**config.mk**
```make
export PLATFORM = sky130hd
export DESIGN_NAME = ascii_can_line_parser
export DESIGN_NICKNAME = d
export VERILOG_FILES = /design/src/sv/acp_pkg.sv /design/src/sv/ascii_can_line_parser.sv /design/src/sv/acp_in_reg.sv /design/src/sv/acp_core.sv /design/src/sv/acp_out_reg.sv
export SDC_FILE = /design/constraint.sdc
export NUM_CORES = 1
export LEC_CHECK = 0
export ABC_AREA = 1
export BUFFER_PORTS_ARGS = -buffer_cell sky130_fd_sc_hd__buf_2
export CAP_MARGIN = 0
export CORE_ASPECT_RATIO = 0.7
export CORE_MARGIN = 2
export CORE_UTILIZATION = 50
export DETAILED_ROUTE_END_ITERATION = 12
export PLACE_DENSITY = 0.76
export SYNTH_ARGS = -nofsm -noshare
export SYNTH_HDL_FRONTEND = slang
export SYNTH_HIERARCHICAL = 1
export SYNTH_SLANG_ARGS = --single-unit
export TNS_END_PERCENT = 100
```
**constraint.sdc**
```tcl
create_clock -name clk_i -period 3.72 [get_ports clk_i]
set_input_delay 0 -clock clk_i [delete_from_list [all_inputs] [get_ports clk_i]]
set_output_delay 0 -clock clk_i [all_outputs]
set_load 0.005 [all_outputs]
```
**src/sv/acp_pkg.sv**
```systemverilog
// Package for the ASCII CAN line parser.
// Holds character codes, identifier limits, the hex digit decoder and the result type.
// No dependencies.
package acp_pkg;

  // Type letters
  localparam logic [7:0] ChStdData = 8'h74;  // 't'
  localparam logic [7:0] ChStdRtr  = 8'h72;  // 'r'
  localparam logic [7:0] ChExtData = 8'h54;  // 'T'
  localparam logic [7:0] ChExtRtr  = 8'h52;  // 'R'

  // Length digit range and blank threshold
  localparam logic [7:0] ChZero  = 8'h30;    // '0'
  localparam logic [7:0] ChEight = 8'h38;    // '8'
  localparam logic [7:0] ChSpace = 8'h20;

  // Identifier rules
  localparam logic [7:0] StdFirstMax = 8'h7f;
  localparam logic [7:0] ExtFirstMax = 8'h3f;
  localparam logic [3:0] StdIdDigits = 4'd3;
  localparam logic [3:0] ExtIdDigits = 4'd8;

  localparam int unsigned IdW  = 30;
  localparam int unsigned LenW = 4;
  localparam int unsigned PayW = 64;

  // Result word handed from the parser to the output register
  typedef struct packed {
    logic            ok;
    logic [IdW-1:0]  id;
    logic            ext;
    logic            rtr;
    logic [LenW-1:0] len;
    logic [PayW-1:0] data;
  } result_t;

  // Decode one hex character: bit 4 set means not a hex digit
  function automatic logic [4:0] hex_digit(logic [7:0] c);
    logic [4:0] r;
    r = 5'h10;
    if (c inside {[8'h30:8'h39]}) begin
      r = {1'b0, c[3:0]};
    end else if (c inside {[8'h61:8'h66], [8'h41:8'h46]}) begin
      r = {1'b0, c[3:0] + 4'd9};
    end
    return r;
  endfunction

endpackage

```
**src/sv/ascii_can_line_parser.sv**
```systemverilog
// ASCII CAN line parser: one character word in, one frame result word per line out.
// A line's result is loaded into the output register when its last character leaves the input register.
// Throughput: one character per cycle; the input register stalls only while a
// finished result waits in the output register and the held character ends a line.
// Reset: asynchronous, active low; empties both registers and returns the parser to
// waiting for a type letter.
module ascii_can_line_parser (
  input  logic        clk_i,
  input  logic        rst_ni,
  input  logic        in_valid_i,
  output logic        in_ready_o,
  input  logic [7:0]  char_code_i,
  input  logic        end_of_line_i,
  output logic        out_valid_o,
  input  logic        out_ready_i,
  output logic        frame_ok_o,
  output logic [29:0] frame_id_o,
  output logic        extended_o,
  output logic        remote_o,
  output logic [3:0]  data_length_o,
  output logic [63:0] payload_o
);

  logic             held_valid;
  logic [7:0]       held_char;
  logic             held_eol;
  logic             adv;
  logic             slot_free;
  acp_pkg::result_t core_res;
  acp_pkg::result_t out_res;

  // Move the held character on unless it ends a line and the result slot is full
  assign adv = held_valid && (!held_eol || slot_free);

  acp_in_reg u_in (
    .clk_i   (clk_i),
    .rst_ni  (rst_ni),
    .valid_i (in_valid_i),
    .ready_o (in_ready_o),
    .char_i  (char_code_i),
    .eol_i   (end_of_line_i),
    .adv_i   (adv),
    .valid_o (held_valid),
    .char_o  (held_char),
    .eol_o   (held_eol)
  );

  acp_core u_core (
    .clk_i  (clk_i),
    .rst_ni (rst_ni),
    .step_i (adv),
    .char_i (held_char),
    .eol_i  (held_eol),
    .res_o  (core_res)
  );

  acp_out_reg u_out (
    .clk_i   (clk_i),
    .rst_ni  (rst_ni),
    .load_i  (adv && held_eol),
    .res_i   (core_res),
    .free_o  (slot_free),
    .valid_o (out_valid_o),
    .ready_i (out_ready_i),
    .res_o   (out_res)
  );

  assign frame_ok_o    = out_res.ok;
  assign frame_id_o    = out_res.id;
  assign extended_o    = out_res.ext;
  assign remote_o      = out_res.rtr;
  assign data_length_o = out_res.len;
  assign payload_o     = out_res.data;

  // A failed line carries all-zero fields
  a_fail_zero: assert property (@(posedge clk_i) disable iff (!rst_ni)
    out_valid_o && !frame_ok_o |-> frame_id_o == 30'd0 && !extended_o && !remote_o &&
    data_length_o == 4'd0 && payload_o == 64'd0)
    else $error("failed line result has nonzero fields");

  // A good frame never claims more than eight bytes
  a_len_range: assert property (@(posedge clk_i) disable iff (!rst_ni)
    out_valid_o && frame_ok_o |-> data_length_o <= 4'd8)
    else $error("data length above eight");

  // A standard identifier fits in eleven bits
  a_std_id: assert property (@(posedge clk_i) disable iff (!rst_ni)
    out_valid_o && frame_ok_o && !extended_o |-> frame_id_o[29:11] == 19'd0)
    else $error("standard identifier too wide");

  // Input stalls only behind a waiting result
  a_stall_cause: assert property (@(posedge clk_i) disable iff (!rst_ni)
    !in_ready_o |-> out_valid_o && !out_ready_i)
    else $error("input stalled without a waiting result");

endmodule

```
**src/sv/acp_in_reg.sv**
```systemverilog
// Input register of the ASCII CAN line parser.
// Captures one character word; uses acp_pkg for nothing but shares its style.
module acp_in_reg (
  input  logic       clk_i,
  input  logic       rst_ni,
  input  logic       valid_i,
  output logic       ready_o,
  input  logic [7:0] char_i,
  input  logic       eol_i,
  input  logic       adv_i,
  output logic       valid_o,
  output logic [7:0] char_o,
  output logic       eol_o
);

  logic       valid_q;
  logic [7:0] char_q;
  logic       eol_q;

  // Take a new word when empty or when the held word moves on
  assign ready_o = !valid_q || adv_i;

  always_ff @(posedge clk_i or negedge rst_ni) begin
    if (!rst_ni) begin
      valid_q <= 1'b0;
    end else if (ready_o) begin
      valid_q <= valid_i;
    end
  end

  // Hold the payload until the next word is taken
  always_ff @(posedge clk_i) begin
    if (ready_o && valid_i) begin
      char_q <= char_i;
      eol_q  <= eol_i;
    end
  end

  assign valid_o = valid_q;
  assign char_o  = char_q;
  assign eol_o   = eol_q;

endmodule

```
**src/sv/acp_core.sv**
```systemverilog
// Parse state of the ASCII CAN line parser: one character per step.
// Depends on acp_pkg for character codes, hex decoding and result_t.
module acp_core (
  input  logic             clk_i,
  input  logic             rst_ni,
  input  logic             step_i,
  input  logic [7:0]       char_i,
  input  logic             eol_i,
  output acp_pkg::result_t res_o
);

  typedef enum logic [2:0] {
    PhType,
    PhId,
    PhLen,
    PhData,
    PhDone
  } phase_e;

  phase_e                     phase_q, phase_d;
  logic [acp_pkg::IdW-1:0]    id_q, id_d;
  logic [4:0]                 cnt_q, cnt_d;
  logic [3:0]                 hold_q, hold_d;
  logic [acp_pkg::LenW-1:0]   len_q, len_d;
  logic [acp_pkg::PayW-1:0]   pay_q, pay_d;
  logic                       ext_q, ext_d;
  logic                       rtr_q, rtr_d;
  logic                       err_q, err_d;

  logic [4:0] hex;
  logic [7:0] byte_val;
  logic [2:0] byte_idx;
  logic       ok;

  assign hex      = acp_pkg::hex_digit(char_i);
  assign byte_val = {hold_q, hex[3:0]};
  assign byte_idx = cnt_q[3:1];

  // Apply one character to the line state
  always_comb begin
    phase_d = phase_q;
    id_d    = id_q;
    cnt_d   = cnt_q;
    hold_d  = hold_q;
    len_d   = len_q;
    pay_d   = pay_q;
    ext_d   = ext_q;
    rtr_d   = rtr_q;
    err_d   = err_q;
    if (char_i > acp_pkg::ChSpace && !err_q) begin
      case (phase_q)
        PhType: begin
          if (char_i == acp_pkg::ChStdData || char_i == acp_pkg::ChStdRtr ||
              char_i == acp_pkg::ChExtData || char_i == acp_pkg::ChExtRtr) begin
            ext_d   = (char_i == acp_pkg::ChExtData) || (char_i == acp_pkg::ChExtRtr);
            rtr_d   = (char_i == acp_pkg::ChStdRtr) || (char_i == acp_pkg::ChExtRtr);
            phase_d = PhId;
            cnt_d   = '0;
          end else begin
            err_d = 1'b1;
          end
        end
        PhId: begin
          if (hex[4]) begin
            err_d = 1'b1;
          end else begin
            id_d  = {id_q[acp_pkg::IdW-5:0], hex[3:0]};
            cnt_d = cnt_q + 5'd1;
            // First byte range check after the second digit
            if (cnt_d == 5'd2 && id_d[7:0] >
                (ext_q ? acp_pkg::ExtFirstMax : acp_pkg::StdFirstMax)) begin
              err_d = 1'b1;
            end else if (cnt_d[3:0] ==
                         (ext_q ? acp_pkg::ExtIdDigits : acp_pkg::StdIdDigits)) begin
              phase_d = PhLen;
              cnt_d   = '0;
            end
          end
        end
        PhLen: begin
          if (char_i < acp_pkg::ChZero || char_i > acp_pkg::ChEight) begin
            err_d = 1'b1;
          end else begin
            len_d   = char_i[3:0];
            cnt_d   = '0;
            phase_d = (char_i[3:0] == 4'd0) ? PhDone : PhData;
          end
        end
        PhData: begin
          if (hex[4]) begin
            err_d = 1'b1;
          end else begin
            if (!cnt_q[0]) begin
              hold_d = hex[3:0];
            end else begin
              pay_d[8*byte_idx +: 8] = pay_q[8*byte_idx +: 8] | byte_val;
            end
            cnt_d = cnt_q + 5'd1;
            if (cnt_d >= {len_q, 1'b0}) begin
              phase_d = PhDone;
            end
          end
        end
        PhDone: begin
          // ignore trailing characters
        end
        default: begin
          err_d = 1'b1;
        end
      endcase
    end
  end

  // Build the line result from the updated state; zero all fields on failure
  assign ok = !err_d && (phase_d == PhDone);
  always_comb begin
    res_o.ok   = ok;
    res_o.id   = ok ? id_d  : '0;
    res_o.ext  = ok ? ext_d : 1'b0;
    res_o.rtr  = ok ? rtr_d : 1'b0;
    res_o.len  = ok ? len_d : '0;
    res_o.data = ok ? pay_d : '0;
  end

  // Advance on each step; clear everything after the last character of a line
  always_ff @(posedge clk_i or negedge rst_ni) begin
    if (!rst_ni) begin
      phase_q <= PhType;
      id_q    <= '0;
      cnt_q   <= '0;
      hold_q  <= '0;
      len_q   <= '0;
      pay_q   <= '0;
      ext_q   <= 1'b0;
      rtr_q   <= 1'b0;
      err_q   <= 1'b0;
    end else if (step_i) begin
      if (eol_i) begin
        phase_q <= PhType;
        id_q    <= '0;
        cnt_q   <= '0;
        hold_q  <= '0;
        len_q   <= '0;
        pay_q   <= '0;
        ext_q   <= 1'b0;
        rtr_q   <= 1'b0;
        err_q   <= 1'b0;
      end else begin
        phase_q <= phase_d;
        id_q    <= id_d;
        cnt_q   <= cnt_d;
        hold_q  <= hold_d;
        len_q   <= len_d;
        pay_q   <= pay_d;
        ext_q   <= ext_d;
        rtr_q   <= rtr_d;
        err_q   <= err_d;
      end
    end
  end

endmodule

```
**src/sv/acp_out_reg.sv**
```systemverilog
// Result register of the ASCII CAN line parser.
// Holds one result word until taken; depends on acp_pkg::result_t.
module acp_out_reg (
  input  logic             clk_i,
  input  logic             rst_ni,
  input  logic             load_i,
  input  acp_pkg::result_t res_i,
  output logic             free_o,
  output logic             valid_o,
  input  logic             ready_i,
  output acp_pkg::result_t res_o
);

  logic             valid_q;
  acp_pkg::result_t res_q;

  // Slot is free when empty or emptied this cycle
  assign free_o = !valid_q || ready_i;

  always_ff @(posedge clk_i or negedge rst_ni) begin
    if (!rst_ni) begin
      valid_q <= 1'b0;
    end else if (load_i) begin
      valid_q <= 1'b1;
    end else if (ready_i) begin
      valid_q <= 1'b0;
    end
  end

  always_ff @(posedge clk_i) begin
    if (load_i) begin
      res_q <= res_i;
    end
  end

  assign valid_o = valid_q;
  assign res_o   = res_q;

endmodule

```
**After elaboration in Yosys (flattened, before gate mapping)**

Cells that the tools add are included.
Widths: inputs -> output; s select.

- Register bits after elaboration: 225
- Bits of input ports: 13
- Output and inout bits: 103
- Word-level logic and storage cells: 147

- Add/sub/neg operators: 3
- Order comparisons: 11
- Equal/unequal tests: 17
- Shifts and indexed selects: 3
- Mux-type cells: 61
- Bitwise gates (word level): 1
- Reduce and logical (&&, ||, !) cells: 32

Operators by type and width:

| cell | number |
|---|---|
| $mux 64 | 5 |
| $mux 30 | 4 |
| $bwmux 64 | 1 |
| $shift 8x34->64 const A | 1 |
| $shiftx 64x7->8 | 1 |
| $shiftx 8x34->64 | 1 |
| $mux 5 | 10 |
| $mux 4 | 10 |
| $neg 6->34 | 1 |
| $eq 8x7->1 const B | 4 |
| $mux 3 | 10 |
| $pmux 5 s4 | 1 |
| $mux 1 | 17 |
| $ge 8x7->1 const B | 2 |
| $gt 8x6->1 const B | 2 |
| $le 8x7->1 const B | 2 |
| $pmux 3 s4 | 1 |
| $logic_and 1x1->1 | 9 |
| $logic_or 1x1->1 | 9 |
| $ne 3x3->1 const B | 3 |
| $ge 8x6->1 const B | 1 |
| $gt 8x8->1 | 1 |
| $le 8x6->1 const B | 1 |
| $lt 8x6->1 const B | 1 |
| 20 further kinds | 30 |

**Depth between registers and ports, before layout**

- Depth in word-level cells: 13
- Depth in mapped cells: 21
- Mapped depth without buffers: 18

**By module**

The synthesis kept the hierarchy.

Modules (own cells, without submodules):

| module | instances | cells an instance | area an instance (um2) | seq. area each (um2) |
|---|---|---|---|---|
| acp_core | 1 | 1095 | 8224.1 | 2827.7 |
| acp_out_reg | 1 | 106 | 3078.0 | 3057.9 |
| acp_in_reg | 1 | 15 | 315.3 | 295.3 |
| ascii_can_line_parser | 1 | 5 | 25.0 | 0.0 |

**Worst setup path after synthesis**

No wires, ideal clock.

- Path type: reg2reg
- Start: register u_out.valid_q, in the netlist u_out/valid_o
- End: register u_out.res_q, in the netlist u_out/res_o[0], enable pin
- Library setup time: 455 ps
- Arrival time: 2532 ps
- Required time: 3265 ps
- Slack: 732 ps
- Stages on the path, launching flop included: 4
- Buffers on the path: 0
- Clock period less this slack: 2988 ps
- Cells stage by stage: dfrtp_1 > nand2_2 > nand3_1 > inv_1

- Cells in the longest elaborated chain, start to end: 5

Ends and longest elaborated chain:

| what | line | source |
|---|---|---|
| start: declaration | acp_out_reg.sv:14 | `logic valid_q;` |
| start signal: assignment | acp_out_reg.sv:22 | `valid_q <= 1'b0;` |
| start signal: assignment | acp_out_reg.sv:24 | `valid_q <= 1'b1;` |
| start signal: assignment | acp_out_reg.sv:26 | `valid_q <= 1'b0;` |
| $logic_not 1->1 | acp_out_reg.sv:18 | `assign free_o = !valid_q \|\| ready_i;` |
| $logic_or 1x1->1 | acp_out_reg.sv:18 |  |
| via slot_free | ascii_can_line_parser.sv:28 | `logic slot_free;` |
| $logic_or 1x1->1 | ascii_can_line_parser.sv:33 | `assign adv = held_valid && (!held_eol \|\| slot_free);` |
| $logic_and 1x1->1 | ascii_can_line_parser.sv:33 |  |
| $logic_and 1x1->1 | ascii_can_line_parser.sv:60 | `.load_i (adv && held_eol),` |
| end signal: assignment | acp_out_reg.sv:32 | `res_q <= res_i;` |
| end: declaration | acp_out_reg.sv:15 | `acp_pkg::result_t res_q;` |

The timed path passes the listed nets, and every way through them passes these cells.
A chain may end at the register's enable or synchronous reset.

**Worst setup path in the final report**

- Start: register u_core.cnt_q[1]
- End: register u_out.res_q, in the netlist u_out/res_o[99] (data pin)

- Cells in the longest elaborated chain, start to end: 9
- Elaborated cells on any way between the ends: 19
- Classes of those cells: 1 x add/sub; 1 x order compare; 3 x eq/ne; 11 x mux; 3 x reduce/logical

Ends and longest elaborated chain:

| what | line | source |
|---|---|---|
| start: declaration | acp_core.sv:22 | `logic [4:0] cnt_q, cnt_d;` |
| start signal: assignment | acp_core.sv:151 | `cnt_q <= cnt_d;` |
| $add 5x1->5 (*) | acp_core.sv:68, acp_core.sv:98 |  |
| parallel branches: the longest is 7 deep, another holds $ge 5x5->1 | n/a |  |
| $logic_and 1x1->1 (*) | acp_core.sv:115 | `assign ok = !err_d && (phase_d == PhDone);` |

Every way passes the cells marked *.

==> flow_summary.ini <==
[setup_path]
worst_r2r_path_depth = 14
critPathLaunchType = flip-flop
reg2reg_slack_ns = 0.46
cp_data_required_time_ns = 3.96
endpoint_kind = flip-flop
crit_type = reg -> reg
critPathArrivalTime_ns = 3.49
critical_path_peak_fanout = 58
reg2reg_from = u_core/cnt_q[1]$_DFFE_PN0P_
r2r_end = u_out/res_o[99]$_DFFE_PP_

[grt]
grt_start_max_net_pins = 116
grt_pass1_wl_um = 47300
grt_pass1_vias = 8462
overflow = 0
antenna_found_initial = 0
groute.usage.overall = 0.241

[power_and_ir_drop]
p_int_mw = 4.25
p_sw_mw = 1.86
seqPwrFrac = 0.459
comb_power_share = 0.190
peakVddDrop_v = 0.000338
powerDensity_nw_per_um2 = 461
clkPwrFrac = 0.351
power.total_mw = 6.11
p_leak_nw = 5.35
switching_share = 0.305

[synth]
syn_nets = 1248
postSynthCellCount = 1221
avgSynthCellArea_um2 = 9.54
yosysUniqueCellTypes = 42
syn_area_um2 = 11600
ys_seq_area_frac = 0.531
ys_warn_count = 6
ys_seq_elements = 225

[route]
wl_per_cell_um = 17.9
drc = 0
first_pass_iters = 5
vias_per_cell = 5.51
vias = 9173
totalWireLength_um = 29700
ant_nets = 0
drt_iter0_markers = 1176

[cts]
cts.sinks = 225
cts_resized = 0
cts_setup_buffers = 0
h-tree-depth = 1
root_buffer = clkbuf_16
cts_made_buffers = 22
cts_tree = yes
clk_latency_ns = 0.51
cts_max_path_buffers = 3
clkTransAtPathRegs_ns = 0.07

[floorplanning]
pin_count = 116
rows = 46
die_y_um = 132
die_w_um = 186
core_um2 = 22700
dieArea_um2 = 24500
initial_core_util = 0.512

[timing]
slew_headroom = 0.304
slew_viol_final = 0
hold_violations = 0
period_share = 0.875
worst_pin_slew_ns = 1.04
final-setup-viol-count = 0
finalSetupTns_ns = 0
min_period_ns = 3.26
rsz0062_at_grt = no
skew_ns = 0.0116
max_freq_mhz = 307

[final_layout]
diodes = 0
postLayoutCellArea_um2 = 13300
final_util = 0.583
fin_cells = 1665
final_nets = 1364
syn2layout_area_growth_pct = 13.9
drive_gt1_frac = 0.228

[min_path]
hp-class = in -> async

[status]
status = finished, final reports clean

[run]
cap_violations = 0

[placement]
postPlaceCellArea_um2 = 12500
dp_hpwl_um = 20900
place_congestion = 1.09
place_inst = 1613
numPortBuffers = 115
==> through the flow <==
step | worst slack (ns) | hold slack (ns)
after global routing | 0.226 | 0.191
final | 0.464 | 0.0609
after global placement | 0.664 | 0.145
after detailed placement | 0.598 | 0.146
after floorplan | 0.732 | -0.296
after CTS | 0.569 | 0.152
==> worst max-delay path: stages, from the launching register on <==
cell and delay [ns]:
dfrtp_1 0.43, ha_1 0.23, nand3_1 0.11, xnor2_1 0.32, ha_1 0.33, a21oi_1 0.14
nand3_1 0.14, a21oi_1 0.17, or2_0 0.15, a21oi_1 0.06, nand2_1 0.09, nand2_2 0.07
nand3_4 0.11, buf_12 0.41, nor2_1 0.10
==> placed cells by master, fill, tap and decap left out, drive strengths merged, types with 2 or more instances in the layout <==
cell type and n:
clkinvlp 2, nor4 3, or2 2, nor3 9, a21oi 51, nand2 231
o22ai 68, o21ai 160, clkinv 12, nand4 13, clkbuf 28, ha 14
nand3 51, dlygate4sd3 12, inv 141, edfxtp 110, nor2 173, buf 142
o211ai 6, xor2 4, dfrtp 115
==> cell usage after synthesis (all sizes together) <==
| master | count | area share |
|---|---|---|
| nand2 | 231 | 0.078 |
| nor2 | 173 | 0.11 |
| o21ai | 160 | 0.069 |
| inv | 141 | 0.046 |
| dfrtp | 115 | 0.25 |
| edfxtp | 110 | 0.28 |
| o22ai | 68 | 0.037 |
| a21oi | 51 | 0.023 |
| nand3 | 51 | 0.025 |
| clkbuf | 36 | 0.012 |
| buf | 26 | 0.025 |
| ha | 14 | 0.015 |
| nand4 | 13 | 0.0075 |
| nor3 | 9 | 0.0039 |
| o211ai | 6 | 0.0039 |
| xor2 | 4 | 0.0030 |
| nor4 | 3 | 0.0021 |
| clkinv | 2 | 0.00065 |
| or2 | 2 | 0.0011 |
| a31oi | 1 | 0.00054 |
| nand3b | 1 | 0.00065 |
| o21a | 1 | 0.00065 |
| o21bai | 1 | 0.00065 |
| o31ai | 1 | 0.00065 |
| xnor2 | 1 | 0.00075 |
==> routing by layer <==
metal / share of wire / up-vias / global-route usage / wire length, um
met5: 0 / - / 0 / 0
met4: 0.016 / 0 / 0.0440 / 472
met3: 0.10 / 34 / 0.0609 / 2970
met2: 0.39 / 404 / 0.321 / 11600
met1: 0.49 / 4409 / 0.391 / 14600
li1: - / 4326 / - / -
==> kinds of logic (layout without fill, tap and decap cells) <==
family / count (synthesis) / after routing / synth area share
simple gates: 483 / 483 / 0.233
flops: 225 / 225 / 0.531
fa+ha+maj: 14 / 14 / 0.0150
buf+inv: 205 / 337 / 0.0826
compound gates: 289 / 289 / 0.134
xor+xnor: 5 / 5 / 0.00376
==> layout make-up <==
class,count,area [um^2]
Clock buffer,28,614
Clock inverter,12,72.6
Fill cell,1958,9470
Inverter,143,542
Multi-Input combinational cell,791,4510
Sequential cell,225,6180
Tap cell,312,390
Timing Repair Buffer,154,951
==> flip-flops by register name (all words and copies together) (netlist names) <==
name and count:
u_out/res_o 101, u_core/pay_q 64, u_core/id_q 30, u_in/char_o 8
u_core/cnt_q 5, u_core/hold_q 4, u_core/len_q 4, u_core/phase_q 3
u_core/err_q 1, u_core/ext_q 1, u_core/rtr_q 1, u_in/eol_o 1
u_in/valid_o 1, u_out/valid_o 1
==> worst max path at each step <==
| stage | to | start | depth (start not counted) |
|---|---|---|---|
| floorplan | u_out/res_o[0]$_DFFE_PP_ | u_out/valid_o$_DFFE_PN0P_ | 3 |
| global placement | u_out/res_o[99]$_DFFE_PP_ | u_core/cnt_q[1]$_DFFE_PN0P_ | 15 |
| detailed placement | u_out/res_o[99]$_DFFE_PP_ | u_core/cnt_q[1]$_DFFE_PN0P_ | 14 |
| CTS | u_out/res_o[99]$_DFFE_PP_ | u_core/cnt_q[1]$_DFFE_PN0P_ | 14 |
| global route | u_out/res_o[99]$_DFFE_PP_ | u_core/cnt_q[2]$_DFFE_PN0P_ | 18 |
| finish | u_out/res_o[99]$_DFFE_PP_ | u_core/cnt_q[1]$_DFFE_PN0P_ | 14 |
==> power by group through the flow <==
| stage | registers (mW) | clock network (mW) | logic (mW) |
|---|---|---|---|
| final | 2.80 | 2.15 | 1.16 |
| after floorplan | 2.84 | 0 | 0.692 |
| after detailed placement | 2.85 | 0 | 1.11 |
| after global placement | 2.85 | 0 | 1.12 |
| after CTS | 2.80 | 2.18 | 1.13 |
| after global routing | 2.82 | 2.27 | 1.26 |
==> what timing repair did <==
item                                   CTS  global route
hold buffers                            12             0
setup endpoints to repair                0             0
endpoints found under the hold margin  126             0
(Power assumes the default switching activity.)
